==> src/design/crc8fp_pkg.sv <==
// ----------------------------------------------------------------------------
// crc8fp_pkg
// Shared types, codes and the CRC-8 byte update for the sync frame parser.
// ----------------------------------------------------------------------------
package crc8fp_pkg;

  localparam logic [7:0] SyncFirstRst  = 8'hAA;
  localparam logic [7:0] SyncSecondRst = 8'h55;
  localparam logic [7:0] CrcPoly       = 8'h8C;

  localparam int unsigned QDepth = 2;
  localparam int unsigned QPtrW  = $clog2(QDepth);
  localparam int unsigned QCntW  = $clog2(QDepth + 1);

  typedef enum logic [0:0] {
    CFG_SYNC_FIRST  = 1'b0,
    CFG_SYNC_SECOND = 1'b1
  } cfg_idx_e;

  typedef enum logic [1:0] {
    ST_MORE  = 2'd0,
    ST_LOST  = 2'd1,
    ST_READY = 2'd2,
    ST_DATA  = 2'd3
  } status_e;

  typedef enum logic [2:0] {
    PH_SYNC1   = 3'd0,
    PH_SYNC2   = 3'd1,
    PH_HEADER  = 3'd2,
    PH_PAYLOAD = 3'd3,
    PH_CRC     = 3'd4
  } phase_e;

  typedef enum logic [1:0] {
    CMD_MORE  = 2'd0,
    CMD_LOST  = 2'd1,
    CMD_FRAME = 2'd2
  } cmd_kind_e;

  typedef enum logic [0:0] {
    BK_IDLE = 1'b0,
    BK_DATA = 1'b1
  } back_state_e;

  // one classified word handed from the parser to the replay side
  typedef struct packed {
    cmd_kind_e   kind;
    logic [7:0]  msg_id;
    logic [5:0]  len;
  } cmd_t;

  // one result word
  typedef struct packed {
    status_e     status;
    logic [7:0]  msg_id;
    logic [5:0]  len;
    logic [7:0]  data;
    logic        last;
  } res_t;

  // CRC-8/Maxim, reflected, one byte
  function automatic logic [7:0] crc8_byte(input logic [7:0] crc, input logic [7:0] b);
    logic [7:0] c;
    c = crc ^ b;
    for (int i = 0; i < 8; i++) begin
      if (c[0]) begin
        c = (c >> 1) ^ CrcPoly;
      end else begin
        c = c >> 1;
      end
    end
    return c;
  endfunction

endpackage

==> src/design/crc8fp_ram.sv <==
// ----------------------------------------------------------------------------
// crc8fp_ram
// Generic single-write, single-read RAM with registered read data.
// ----------------------------------------------------------------------------
module crc8fp_ram #(
  parameter int unsigned WIDTH = 8,
  parameter int unsigned DEPTH = 32,
  parameter int unsigned AW    = (DEPTH > 1) ? $clog2(DEPTH) : 1
) (
  input  logic             clk_i,
  input  logic             we_i,
  input  logic [AW-1:0]    waddr_i,
  input  logic [WIDTH-1:0] wdata_i,
  input  logic             re_i,
  input  logic [AW-1:0]    raddr_i,
  output logic [WIDTH-1:0] rdata_o
);

  logic [WIDTH-1:0] mem_q [DEPTH];
  logic [WIDTH-1:0] rdata_q;

  always_ff @(posedge clk_i) begin
    if (we_i) begin
      mem_q[waddr_i] <= wdata_i;
    end
    if (re_i) begin
      rdata_q <= mem_q[raddr_i];
    end
  end

  assign rdata_o = rdata_q;

endmodule

==> src/design/crc8fp_queue.sv <==
// ----------------------------------------------------------------------------
// crc8fp_queue
// Short first-word-fall-through queue of parser commands.
// ----------------------------------------------------------------------------
module crc8fp_queue (
  input  logic              clk_i,
  input  logic              rst_ni,
  input  logic              push_i,
  input  crc8fp_pkg::cmd_t  push_data_i,
  output logic              full_o,
  input  logic              pop_i,
  output crc8fp_pkg::cmd_t  head_o,
  output logic              empty_o
);
  import crc8fp_pkg::*;

  cmd_t              entry_q [QDepth];
  logic [QPtrW-1:0]  wr_ptr_q, wr_ptr_d;
  logic [QPtrW-1:0]  rd_ptr_q, rd_ptr_d;
  logic [QCntW-1:0]  count_q, count_d;

  always_comb begin
    wr_ptr_d = wr_ptr_q;
    rd_ptr_d = rd_ptr_q;
    count_d  = count_q;
    if (push_i) begin
      wr_ptr_d = wr_ptr_q + QPtrW'(1);
    end
    if (pop_i) begin
      rd_ptr_d = rd_ptr_q + QPtrW'(1);
    end
    if (push_i && !pop_i) begin
      count_d = count_q + QCntW'(1);
    end else if (pop_i && !push_i) begin
      count_d = count_q - QCntW'(1);
    end
  end

  always_ff @(posedge clk_i or negedge rst_ni) begin
    if (!rst_ni) begin
      wr_ptr_q <= '0;
      rd_ptr_q <= '0;
      count_q  <= '0;
    end else begin
      wr_ptr_q <= wr_ptr_d;
      rd_ptr_q <= rd_ptr_d;
      count_q  <= count_d;
    end
  end

  always_ff @(posedge clk_i) begin
    if (push_i) begin
      entry_q[wr_ptr_q] <= push_data_i;
    end
  end

  assign head_o  = entry_q[rd_ptr_q];
  assign empty_o = (count_q == '0);
  assign full_o  = (count_q == QCntW'(QDepth));

endmodule

==> src/design/crc8fp_front.sv <==
// ----------------------------------------------------------------------------
// crc8fp_front
// Parser: hunt for sync, take header, payload and CRC; push one command per word.
// ----------------------------------------------------------------------------
module crc8fp_front #(
  parameter int unsigned MAX_PAYLOAD = 32,
  parameter int unsigned AW          = (MAX_PAYLOAD > 1) ? $clog2(MAX_PAYLOAD) : 1
) (
  input  logic              clk_i,
  input  logic              rst_ni,
  input  logic [7:0]        sync_first_i,
  input  logic [7:0]        sync_second_i,
  input  logic              rx_valid_i,
  output logic              rx_stall_o,
  input  logic [7:0]        rx_byte_i,
  input  logic              q_full_i,
  output logic              push_o,
  output crc8fp_pkg::cmd_t  push_data_o,
  output logic              ram_we_o,
  output logic [AW-1:0]     ram_waddr_o,
  output logic [7:0]        ram_wdata_o,
  input  logic              replay_done_i,
  output logic              frame_pend_o
);
  import crc8fp_pkg::*;

  phase_e      phase_q, phase_d;
  logic        hdr_step_q, hdr_step_d;
  logic [7:0]  id_q, id_d;
  logic [5:0]  len_q, len_d;
  logic [5:0]  cnt_q, cnt_d;
  logic [7:0]  crc_q, crc_d;
  logic        pend_q, pend_d;
  logic        accept;
  logic [7:0]  crc_next;
  logic [5:0]  cnt_inc;

  // hold off every word while the queue is full, and payload and CRC words while the previous frame still replays
  assign rx_stall_o = q_full_i ||
                      (pend_q && ((phase_q == PH_PAYLOAD) || (phase_q == PH_CRC)));
  assign accept     = rx_valid_i && !rx_stall_o;
  assign crc_next   = crc8_byte(crc_q, rx_byte_i);
  assign cnt_inc    = cnt_q + 6'd1;

  always_comb begin
    phase_d     = phase_q;
    hdr_step_d  = hdr_step_q;
    id_d        = id_q;
    len_d       = len_q;
    cnt_d       = cnt_q;
    crc_d       = crc_q;
    pend_d      = pend_q && !replay_done_i;
    push_o      = accept;
    push_data_o = '{kind: CMD_MORE, msg_id: 8'd0, len: 6'd0};
    ram_we_o    = 1'b0;
    ram_waddr_o = cnt_q[AW-1:0];
    ram_wdata_o = rx_byte_i;
    if (accept) begin
      case (phase_q)
        PH_SYNC1: begin
          if (rx_byte_i == sync_first_i) begin
            phase_d = PH_SYNC2;
          end
        end
        PH_SYNC2: begin
          if (rx_byte_i == sync_second_i) begin
            phase_d    = PH_HEADER;
            hdr_step_d = 1'b0;
            cnt_d      = 6'd0;
            crc_d      = 8'd0;
          end else begin
            push_data_o.kind = CMD_LOST;
            phase_d = (rx_byte_i == sync_first_i) ? PH_SYNC2 : PH_SYNC1;
          end
        end
        PH_HEADER: begin
          crc_d = crc_next;
          if (!hdr_step_q) begin
            id_d       = rx_byte_i;
            hdr_step_d = 1'b1;
          end else begin
            hdr_step_d = 1'b0;
            cnt_d      = 6'd0;
            if (rx_byte_i > 8'(MAX_PAYLOAD)) begin
              push_data_o.kind = CMD_LOST;
              phase_d = PH_SYNC1;
              id_d    = 8'd0;
              len_d   = 6'd0;
              crc_d   = 8'd0;
            end else begin
              len_d   = rx_byte_i[5:0];
              phase_d = (rx_byte_i[5:0] == 6'd0) ? PH_CRC : PH_PAYLOAD;
            end
          end
        end
        PH_PAYLOAD: begin
          crc_d    = crc_next;
          ram_we_o = 1'b1;
          cnt_d    = cnt_inc;
          if (cnt_inc >= len_q) begin
            phase_d = PH_CRC;
          end
        end
        PH_CRC: begin
          if (rx_byte_i != crc_q) begin
            push_data_o.kind = CMD_LOST;
          end else begin
            push_data_o = '{kind: CMD_FRAME, msg_id: id_q, len: len_q};
            pend_d      = 1'b1;
          end
          phase_d    = PH_SYNC1;
          hdr_step_d = 1'b0;
          id_d       = 8'd0;
          len_d      = 6'd0;
          cnt_d      = 6'd0;
          crc_d      = 8'd0;
        end
        default: begin
          push_data_o.kind = CMD_LOST;
          phase_d    = PH_SYNC1;
          hdr_step_d = 1'b0;
          id_d       = 8'd0;
          len_d      = 6'd0;
          cnt_d      = 6'd0;
          crc_d      = 8'd0;
        end
      endcase
    end
  end

  always_ff @(posedge clk_i or negedge rst_ni) begin
    if (!rst_ni) begin
      phase_q    <= PH_SYNC1;
      hdr_step_q <= 1'b0;
      id_q       <= 8'd0;
      len_q      <= 6'd0;
      cnt_q      <= 6'd0;
      crc_q      <= 8'd0;
      pend_q     <= 1'b0;
    end else begin
      phase_q    <= phase_d;
      hdr_step_q <= hdr_step_d;
      id_q       <= id_d;
      len_q      <= len_d;
      cnt_q      <= cnt_d;
      crc_q      <= crc_d;
      pend_q     <= pend_d;
    end
  end

  assign frame_pend_o = pend_q;

endmodule

==> src/design/crc8fp_back.sv <==
// ----------------------------------------------------------------------------
// crc8fp_back
// Replay: turn commands into result words, reading frame payload from the RAM.
// ----------------------------------------------------------------------------
module crc8fp_back #(
  parameter int unsigned MAX_PAYLOAD = 32,
  parameter int unsigned AW          = (MAX_PAYLOAD > 1) ? $clog2(MAX_PAYLOAD) : 1
) (
  input  logic              clk_i,
  input  logic              rst_ni,
  input  crc8fp_pkg::cmd_t  head_i,
  input  logic              q_empty_i,
  output logic              pop_o,
  output logic              ram_re_o,
  output logic [AW-1:0]     ram_raddr_o,
  input  logic [7:0]        ram_rdata_i,
  output logic              replay_done_o,
  output logic              out_valid_o,
  input  logic              out_stall_i,
  output crc8fp_pkg::res_t  out_o
);
  import crc8fp_pkg::*;

  back_state_e  state_q, state_d;
  logic [5:0]   idx_q, idx_d;
  logic [7:0]   id_q, id_d;
  logic [5:0]   len_q, len_d;
  res_t         out_q, out_d;
  logic         out_valid_q, out_valid_d;
  logic         load_ok;
  logic [5:0]   idx_inc;
  logic         is_last;

  assign load_ok = !out_valid_q || !out_stall_i;
  assign idx_inc = idx_q + 6'd1;
  assign is_last = (idx_inc == len_q);

  always_comb begin
    state_d       = state_q;
    idx_d         = idx_q;
    id_d          = id_q;
    len_d         = len_q;
    out_d         = out_q;
    out_valid_d   = out_valid_q && out_stall_i;
    pop_o         = 1'b0;
    ram_re_o      = 1'b0;
    ram_raddr_o   = idx_q[AW-1:0];
    replay_done_o = 1'b0;
    case (state_q)
      BK_IDLE: begin
        if (!q_empty_i && load_ok) begin
          pop_o       = 1'b1;
          out_valid_d = 1'b1;
          case (head_i.kind)
            CMD_MORE: begin
              out_d = '{status: ST_MORE, msg_id: 8'd0, len: 6'd0, data: 8'd0, last: 1'b1};
            end
            CMD_FRAME: begin
              out_d = '{status: ST_READY, msg_id: head_i.msg_id, len: head_i.len,
                        data: 8'd0, last: (head_i.len == 6'd0)};
              id_d  = head_i.msg_id;
              len_d = head_i.len;
              if (head_i.len == 6'd0) begin
                replay_done_o = 1'b1;
              end else begin
                // fetch the first payload word alongside the header
                ram_re_o    = 1'b1;
                ram_raddr_o = '0;
                idx_d       = 6'd0;
                state_d     = BK_DATA;
              end
            end
            default: begin
              out_d = '{status: ST_LOST, msg_id: 8'd0, len: 6'd0, data: 8'd0, last: 1'b1};
            end
          endcase
        end
      end
      BK_DATA: begin
        // read data holds while the output is stalled
        if (load_ok) begin
          out_valid_d = 1'b1;
          out_d = '{status: ST_DATA, msg_id: id_q, len: len_q, data: ram_rdata_i,
                    last: is_last};
          if (is_last) begin
            replay_done_o = 1'b1;
            state_d       = BK_IDLE;
          end else begin
            ram_re_o    = 1'b1;
            ram_raddr_o = idx_inc[AW-1:0];
            idx_d       = idx_inc;
          end
        end
      end
      default: begin
        state_d = BK_IDLE;
      end
    endcase
  end

  always_ff @(posedge clk_i or negedge rst_ni) begin
    if (!rst_ni) begin
      state_q     <= BK_IDLE;
      out_valid_q <= 1'b0;
      idx_q       <= 6'd0;
    end else begin
      state_q     <= state_d;
      out_valid_q <= out_valid_d;
      idx_q       <= idx_d;
    end
  end

  always_ff @(posedge clk_i) begin
    id_q  <= id_d;
    len_q <= len_d;
    out_q <= out_d;
  end

  assign out_valid_o = out_valid_q;
  assign out_o       = out_q;

endmodule

==> src/design/sync_crc8_frame_parser_core.sv <==
// ----------------------------------------------------------------------------
// sync_crc8_frame_parser_core
// Two-sync-byte framed packet parser with CRC-8/Maxim check and payload replay.
// ----------------------------------------------------------------------------
// Usage:
//   Input channel: one received word (rx_byte_i) per handshake, rx_valid_i /
//   rx_stall_o. Output channel: result words (status, msg_id, payload_len,
//   data_byte, last) on out_valid_o / out_stall_i.
//   Every accepted word gives one result (need_more or sync_lost), except a
//   CRC word that matches: it gives a frame_ready header followed by one
//   result per payload word, the final one flagged by last_o.
//   The first result of a word passes the command queue, written at the edge
//   that accepts the word, and then the output register. The parser takes
//   one word per cycle while rx_stall_o is low; a frame of N payload words
//   replays as a frame_ready header and N data results, one result per cycle
//   while out_stall_i is low, read from the single payload RAM read port.
//   Payload and CRC words of the next frame wait (rx_stall_o high) until the
//   replay of the previous frame has finished; sync and header words pass.
//   rx_stall_o also rises when the two-entry command queue is full, which
//   happens when the receiver holds out_stall_i high or a replay keeps the
//   back side busy while further words arrive.
//   Reset clears the parser to the sync hunt, empties the queue and drops
//   any pending result; sync values return to 0xAA and 0x55. No RAM clear.
//   Configuration: cfg_we_i with cfg_idx_i (0 sync_first, 1 sync_second), to be
//   written by the user only while the block is idle; the block does not enforce it.
// ----------------------------------------------------------------------------
module sync_crc8_frame_parser_core #(
  parameter int unsigned MAX_PAYLOAD = 32
) (
  input  logic        clk_i,
  input  logic        rst_ni,
  input  logic        cfg_we_i,
  input  logic [0:0]  cfg_idx_i,
  input  logic [7:0]  cfg_wdata_i,
  input  logic        rx_valid_i,
  output logic        rx_stall_o,
  input  logic [7:0]  rx_byte_i,
  output logic        out_valid_o,
  input  logic        out_stall_i,
  output logic [1:0]  status_o,
  output logic [7:0]  msg_id_o,
  output logic [5:0]  payload_len_o,
  output logic [7:0]  data_byte_o,
  output logic        last_o
);
  import crc8fp_pkg::*;

  localparam int unsigned AW = (MAX_PAYLOAD > 1) ? $clog2(MAX_PAYLOAD) : 1;

  logic [7:0]     sync_first_q;
  logic [7:0]     sync_second_q;
  logic           q_push, q_full, q_pop, q_empty;
  cmd_t           q_in, q_head;
  logic           ram_we, ram_re;
  logic [AW-1:0]  ram_waddr, ram_raddr;
  logic [7:0]     ram_wdata, ram_rdata;
  logic           replay_done, frame_pend;
  res_t           res;

  // sync value registers
  always_ff @(posedge clk_i or negedge rst_ni) begin
    if (!rst_ni) begin
      sync_first_q  <= SyncFirstRst;
      sync_second_q <= SyncSecondRst;
    end else if (cfg_we_i) begin
      case (cfg_idx_i)
        CFG_SYNC_FIRST:  sync_first_q  <= cfg_wdata_i;
        CFG_SYNC_SECOND: sync_second_q <= cfg_wdata_i;
        default: begin
        end
      endcase
    end
  end

  // front: classify each word, store payload
  crc8fp_front #(
    .MAX_PAYLOAD (MAX_PAYLOAD),
    .AW          (AW)
  ) u_front (
    .clk_i         (clk_i),
    .rst_ni        (rst_ni),
    .sync_first_i  (sync_first_q),
    .sync_second_i (sync_second_q),
    .rx_valid_i    (rx_valid_i),
    .rx_stall_o    (rx_stall_o),
    .rx_byte_i     (rx_byte_i),
    .q_full_i      (q_full),
    .push_o        (q_push),
    .push_data_o   (q_in),
    .ram_we_o      (ram_we),
    .ram_waddr_o   (ram_waddr),
    .ram_wdata_o   (ram_wdata),
    .replay_done_i (replay_done),
    .frame_pend_o  (frame_pend)
  );

  crc8fp_queue u_queue (
    .clk_i       (clk_i),
    .rst_ni      (rst_ni),
    .push_i      (q_push),
    .push_data_i (q_in),
    .full_o      (q_full),
    .pop_i       (q_pop),
    .head_o      (q_head),
    .empty_o     (q_empty)
  );

  // payload store, one frame deep
  crc8fp_ram #(
    .WIDTH (8),
    .DEPTH (MAX_PAYLOAD),
    .AW    (AW)
  ) u_ram (
    .clk_i   (clk_i),
    .we_i    (ram_we),
    .waddr_i (ram_waddr),
    .wdata_i (ram_wdata),
    .re_i    (ram_re),
    .raddr_i (ram_raddr),
    .rdata_o (ram_rdata)
  );

  // back: emit results, replay payload
  crc8fp_back #(
    .MAX_PAYLOAD (MAX_PAYLOAD),
    .AW          (AW)
  ) u_back (
    .clk_i         (clk_i),
    .rst_ni        (rst_ni),
    .head_i        (q_head),
    .q_empty_i     (q_empty),
    .pop_o         (q_pop),
    .ram_re_o      (ram_re),
    .ram_raddr_o   (ram_raddr),
    .ram_rdata_i   (ram_rdata),
    .replay_done_o (replay_done),
    .out_valid_o   (out_valid_o),
    .out_stall_i   (out_stall_i),
    .out_o         (res)
  );

  assign status_o      = res.status;
  assign msg_id_o      = res.msg_id;
  assign payload_len_o = res.len;
  assign data_byte_o   = res.data;
  assign last_o        = res.last;

  // no push into a full queue
  a_push_not_full: assert property (@(posedge clk_i) disable iff (!rst_ni)
    q_push |-> !q_full) else $error("command pushed into full queue");

  // no pop from an empty queue
  a_pop_not_empty: assert property (@(posedge clk_i) disable iff (!rst_ni)
    q_pop |-> !q_empty) else $error("command popped from empty queue");

  // payload store is never overwritten while a frame is replaying
  a_ram_safe: assert property (@(posedge clk_i) disable iff (!rst_ni)
    ram_we |-> !frame_pend) else $error("payload written during replay");

  // replay end only for a frame the front has handed over
  a_done_pending: assert property (@(posedge clk_i) disable iff (!rst_ni)
    replay_done |-> frame_pend) else $error("replay done without pending frame");

endmodule

==> config.mk <==
export PLATFORM = sky130hd
export DESIGN_NAME = sync_crc8_frame_parser_core
export DESIGN_NICKNAME = d
export VERILOG_FILES = /design/src/design/crc8fp_pkg.sv /design/src/design/crc8fp_ram.sv /design/src/design/crc8fp_queue.sv /design/src/design/crc8fp_front.sv /design/src/design/crc8fp_back.sv /design/src/design/sync_crc8_frame_parser_core.sv
export SDC_FILE = /design/constraint.sdc
export NUM_CORES = 1
export LEC_CHECK = 0
export BUFFER_PORTS_ARGS = -buffer_cell sky130_fd_sc_hd__buf_2
export CAP_MARGIN = 10
export CORE_MARGIN = 8
export CORE_UTILIZATION = 55
export DETAILED_ROUTE_END_ITERATION = 12
export MAX_ROUTING_LAYER = met4
export PLACE_DENSITY = 0.72
export SLEW_MARGIN = 20
export SYNTH_ARGS = -nofsm -noshare
export SYNTH_HDL_FRONTEND = slang
export SYNTH_HIERARCHICAL = 1
export SYNTH_SLANG_ARGS = --single-unit
==> constraint.sdc <==
create_clock -name clk_i -period 9.05 [get_ports clk_i]
set_input_delay 1.3575 -clock clk_i [delete_from_list [all_inputs] [get_ports clk_i]]
set_output_delay 1.3575 -clock clk_i [all_outputs]
set_load 0.01 [all_outputs]
==> flow_metrics.py <==
metrics = {
    "timing": {
        "final.setup.tns_ps": 0,
        "final-hold-violation-count": 0,
        "finalCritPeriodShare_pct": 55.8,
        "worstMarginPinSlew_ps": 1230,
        "max-slew-margin-rel_pct": 18.0,
        "max_freq_mhz": 198,
        "fin_skew_ps": 23.8,
        "maxSlewViolCount": 0,
        "fin_crit_ps": 5050,
        "setup_viol": 0,
        "grt_setup_unrepaired": "false",
    },
    "route": {
        "drt_iter0_drc": 769,
        "routed_wl_mm": 34.4,
        "dr.pass1.iters": 5,
        "avgViaCountPerCell": 5.95,
        "wl_per_cell_um": 24.1,
        "drc": 0,
        "num_vias": 8513,
        "antenna_left": 0,
    },
    "finish": {
        "syn_to_final_growth_pct": 12.1,
        "final_cells": 1430,
        "antenna_cells": 0,
        "drive_gt1_share_pct": 28.7,
        "fin_nets": 1039,
    },
    "worst_setup_path": {
        "path_cells": "mux2_2, nor4_1, nand2_1, nand2_1, nand3_1, o21ai_4, buf_4, mux4_2, mux4_2, mux2_2",
        "path_class": "reg2reg",
        "cp_top_family": "multiplexers",
        "start_kind": "flop",
        "crit_slowest_cell": "dfrtp_1",
        "cp_data_arrival_time_ps": 5330,
        "critPathRequiredTime_ps": 9330,
        "max_stage_delay_ps": 890,
        "reg2reg_slack_ps": 4000,
        "r2r_start": "u_queue/rd_ptr_q$_DFFE_PN0P_",
        "rr_worst_depth": 10,
        "path_buf_inv": 1,
        "crit_fanout": 51,
        "cp.depth": 10,
        "r2r_end": "u_ram/rdata_o[2]$_DFFE_PP_",
        "crit_path_end_kind": "flop",
    },
    "power_and_ir_drop": {
        "p_switching_mw": 1.52,
        "vdd_drop_max_mv": 0.183,
        "p_clk_share_pct": 30.6,
        "p_sw_share_pct": 27.5,
        "p_int_mw": 4.01,
        "powerDensity_nw_per_um2": 297,
        "leakage_nw": 6.37,
        "pwr-share-comb_pct": 27.1,
        "seq_power_share_pct": 42.3,
    },
    "place": {
        "hpwl_mm": 21.6,
        "portBuffers": 48,
        "gp_congestion": 0.820,
        "placed_cells": 1355,
    },
    "logic_synthesis": {
        "synth_mux_area_share_pct": 14.1,
        "synth_edf_count": 335,
        "synthXorXnorAreaFrac_pct": 2.89,
        "syn-cell-area_um2": 16600,
        "synthSimpleGateAreaFrac_pct": 6.08,
        "synth_seq_cells": 396,
        "avgSynthCellArea_um2": 17.6,
        "synth-adder-area-share_pct": 0.677,
        "ys.flop_type": "edfxtp_1",
        "synth_compound_area_share_pct": 4.04,
        "ys_seq_area_share_pct": 69.7,
        "syn_inst": 945,
        "synth.distinct_cells": 62,
        "yosysWarningCount": 6,
        "synth_top_family_by_area": "multiplexers",
        "synth_fp_nets": 976,
        "async_flop_share_pct": 15.4,
    },
    "floorplanning": {
        "ioPinCount": 49,
        "num_rows": 63,
        "dieWidth_um": 190,
        "coreArea_um2": 29700,
        "die_area_um2": 36100,
        "die_h_um": 190,
        "start_util_pct": 56.0,
    },
    "cts": {
        "clock_path_buffers": 3,
        "cts_resized": 0,
        "cts_tree": "built",
        "insertion_delay_ps": 530,
        "h-tree-depth": 2,
        "clock-sinks": 396,
        "path_clk_slew_ps": 60,
        "cts_root_buf": "clkbuf_16",
        "cts_setup_buffers": 0,
        "numCtsBuffers": 41,
        "cts_hold_buf": 0,
    },
    "global_route": {
        "grt_overflow": 0,
        "grt_pass1_wl_mm": 52.6,
        "grt_pass1_vias": 8509,
        "antenna_found_initial": 1,
        "grt.total_usage_pct": 19.9,
        "grt_max_degree": 65,
    },
    "status": {
        "outcome": "completed",
    },
    "run": {
        "drv_cap": 0,
    },
    "min_path": {
        "holdCritPathClass": "reg2reg",
        "hold_path_end": "u_front/id_q[1]$_DFFE_PN0P_",
        "min_from": "u_front/id_q[1]$_DFFE_PN0P_",
        "min_path_cells": 2,
    },
}
-- how the worst max path moves through the flow --
stage | end | startpoint
finish | u_ram/rdata_o[2]$_DFFE_PP_ | u_queue/rd_ptr_q$_DFFE_PN0P_
global route | u_ram/rdata_o[2]$_DFFE_PP_ | u_queue/rd_ptr_q$_DFFE_PN0P_
floorplan | u_ram/rdata_o[0]$_DFFE_PP_ | out_stall_i
detailed placement | u_ram/rdata_o[2]$_DFFE_PP_ | out_stall_i
CTS | u_ram/rdata_o[2]$_DFFE_PP_ | u_queue/rd_ptr_q$_DFFE_PN0P_
global placement | u_ram/rdata_o[2]$_DFFE_PP_ | out_stall_i
-- cell usage after synthesis (2+ instances only) --
cell / count / area share [%]
or3_1: 3 / 0.11
o211ai_1: 2 / 0.090
edfxtp_1: 335 / 60
nand3_1: 14 / 0.42
nor2b_1: 4 / 0.15
or3b_2: 3 / 0.16
buf_4: 20 / 0.90
a22o_1: 23 / 1.2
and3_1: 3 / 0.11
nor4_1: 3 / 0.11
clkbuf_1: 21 / 0.47
dfstp_2: 8 / 1.3
a21o_1: 3 / 0.14
buf_2: 7 / 0.21
or2_2: 3 / 0.11
xnor2_1: 34 / 1.8
nor3_1: 9 / 0.27
and3_2: 2 / 0.090
nand3b_1: 7 / 0.32
buf_6: 6 / 0.41
a21oi_1: 15 / 0.45
and2_1: 21 / 0.79
ha_1: 9 / 0.68
xor2_1: 21 / 1.1
nor3_2: 2 / 0.12
mux2_2: 25 / 1.7
inv_1: 13 / 0.29
a211o_1: 2 / 0.11
dfrtp_1: 53 / 8.0
a31oi_1: 6 / 0.23
o22ai_1: 3 / 0.11
nand2_1: 49 / 1.1
buf_1: 5 / 0.11
o21ai_0: 24 / 0.72
nand2b_1: 10 / 0.38
mux2_4: 17 / 1.5
mux4_2: 80 / 11
nor3b_1: 2 / 0.090
nand4_1: 5 / 0.19
nor2_1: 51 / 1.2
-- worst min-delay path: stages (launching register included) --
cell and delay [ps]:
dfrtp_1 340, nand2_1 50, o21ai_0 60
-- cell type report --
type	instances	area [µm²]
flip-flops and latches	396	11600
multi-input cells	476	4660
well taps	390	488
clock buffers	45	1060
fillers	2038	11100
inverters	13	48.8
clock inverters	30	315
repair buffers	80	480
-- layer usage --
layer	GRT usage, %	part of all wire, %
met1	26.2	41
met2	31.3	48
met3	3.70	7.8
met4	6.34	3.1
met5	-	0
-- stage by stage --
stage	instance area, µm²	util, %	power, mW	worst slack [ps]	hold WS, ps
2_1_floorplan	16600	-	3.59	5120	442
3_3_place_gp	17300	58.1	3.85	3840	460
3_5_place_dp	17300	58.1	3.89	3780	470
4_1_cts	18700	62.8	5.60	3910	483
5_1_grt	18700	62.8	5.80	3550	510
6_report	18700	62.8	5.54	4000	478
-- power groups by stage --
stage | sequential, mW | clock [mW] | combinational [mW]
after floorplan | 2.31 | 0 | 1.28
after global placement | 2.37 | 0 | 1.48
after detailed placement | 2.38 | 0 | 1.51
after CTS | 2.34 | 1.73 | 1.52
after global routing | 2.37 | 1.80 | 1.63
final | 2.34 | 1.69 | 1.50
-- placed cells by master (no fill, tap or decap), drive strengths merged, types with 4 or more instances in the layout --
cell	netlist	layout
edfxtp	335	335
mux4	80	80
buf	39	80
dfrtp	53	53
nor2	51	51
nand2	50	50
clkbuf	21	45
mux2	42	42
xnor2	34	34
o21ai	25	25
a22o	23	23
xor2	21	21
and2	21	21
clkinv	0	20
a21oi	16	16
inv	13	15
nand3	14	14
nor3	11	11
nand2b	10	10
ha	9	9
dfstp	8	8
nand3b	7	7
bufinv	0	6
a31oi	6	6
nand4	6	6
nor2b	5	5
and3	5	5
or2	4	4
o22ai	4	4
-- sequential cells by signal, summed over array words and instances (netlist names) --
| signal | flops |
|---|---|
| u_front/cnt_q | 6 |
| u_back/id_q | 8 |
| u_front/frame_pend_o | 1 |
| u_ram/rdata_o | 8 |
| u_queue/rd_ptr_q | 1 |
| u_queue/entry_q | 32 |
| u_back/out_valid_o | 1 |
| u_queue/wr_ptr_q | 1 |
| u_front/id_q | 8 |
| u_front/phase_q | 3 |
| u_back/len_q | 6 |
| u_back/idx_q | 6 |
| u_back/state_q | 1 |
| u_front/len_q | 6 |
| u_back/out_o | 25 |
| sync_first_q | 8 |
| sync_second_q | 8 |
| u_queue/count_q | 2 |
| u_front/hdr_step_q | 1 |
| u_front/crc_q | 8 |
| u_ram/mem_q | 256 |
-- cells by family (layout without fill, tap and decap cells) --
logic type / Yosys count / after routing
DFF: 396 / 396
and+or+nand+nor: 198 / 198
muxes: 123 / 123
AOI/OAI and AO/OA: 91 / 91
buffers and inverters: 73 / 168
xor gates and xnor gates: 55 / 55
adders and majority gates: 9 / 9
(Power assumes the default switching activity.)
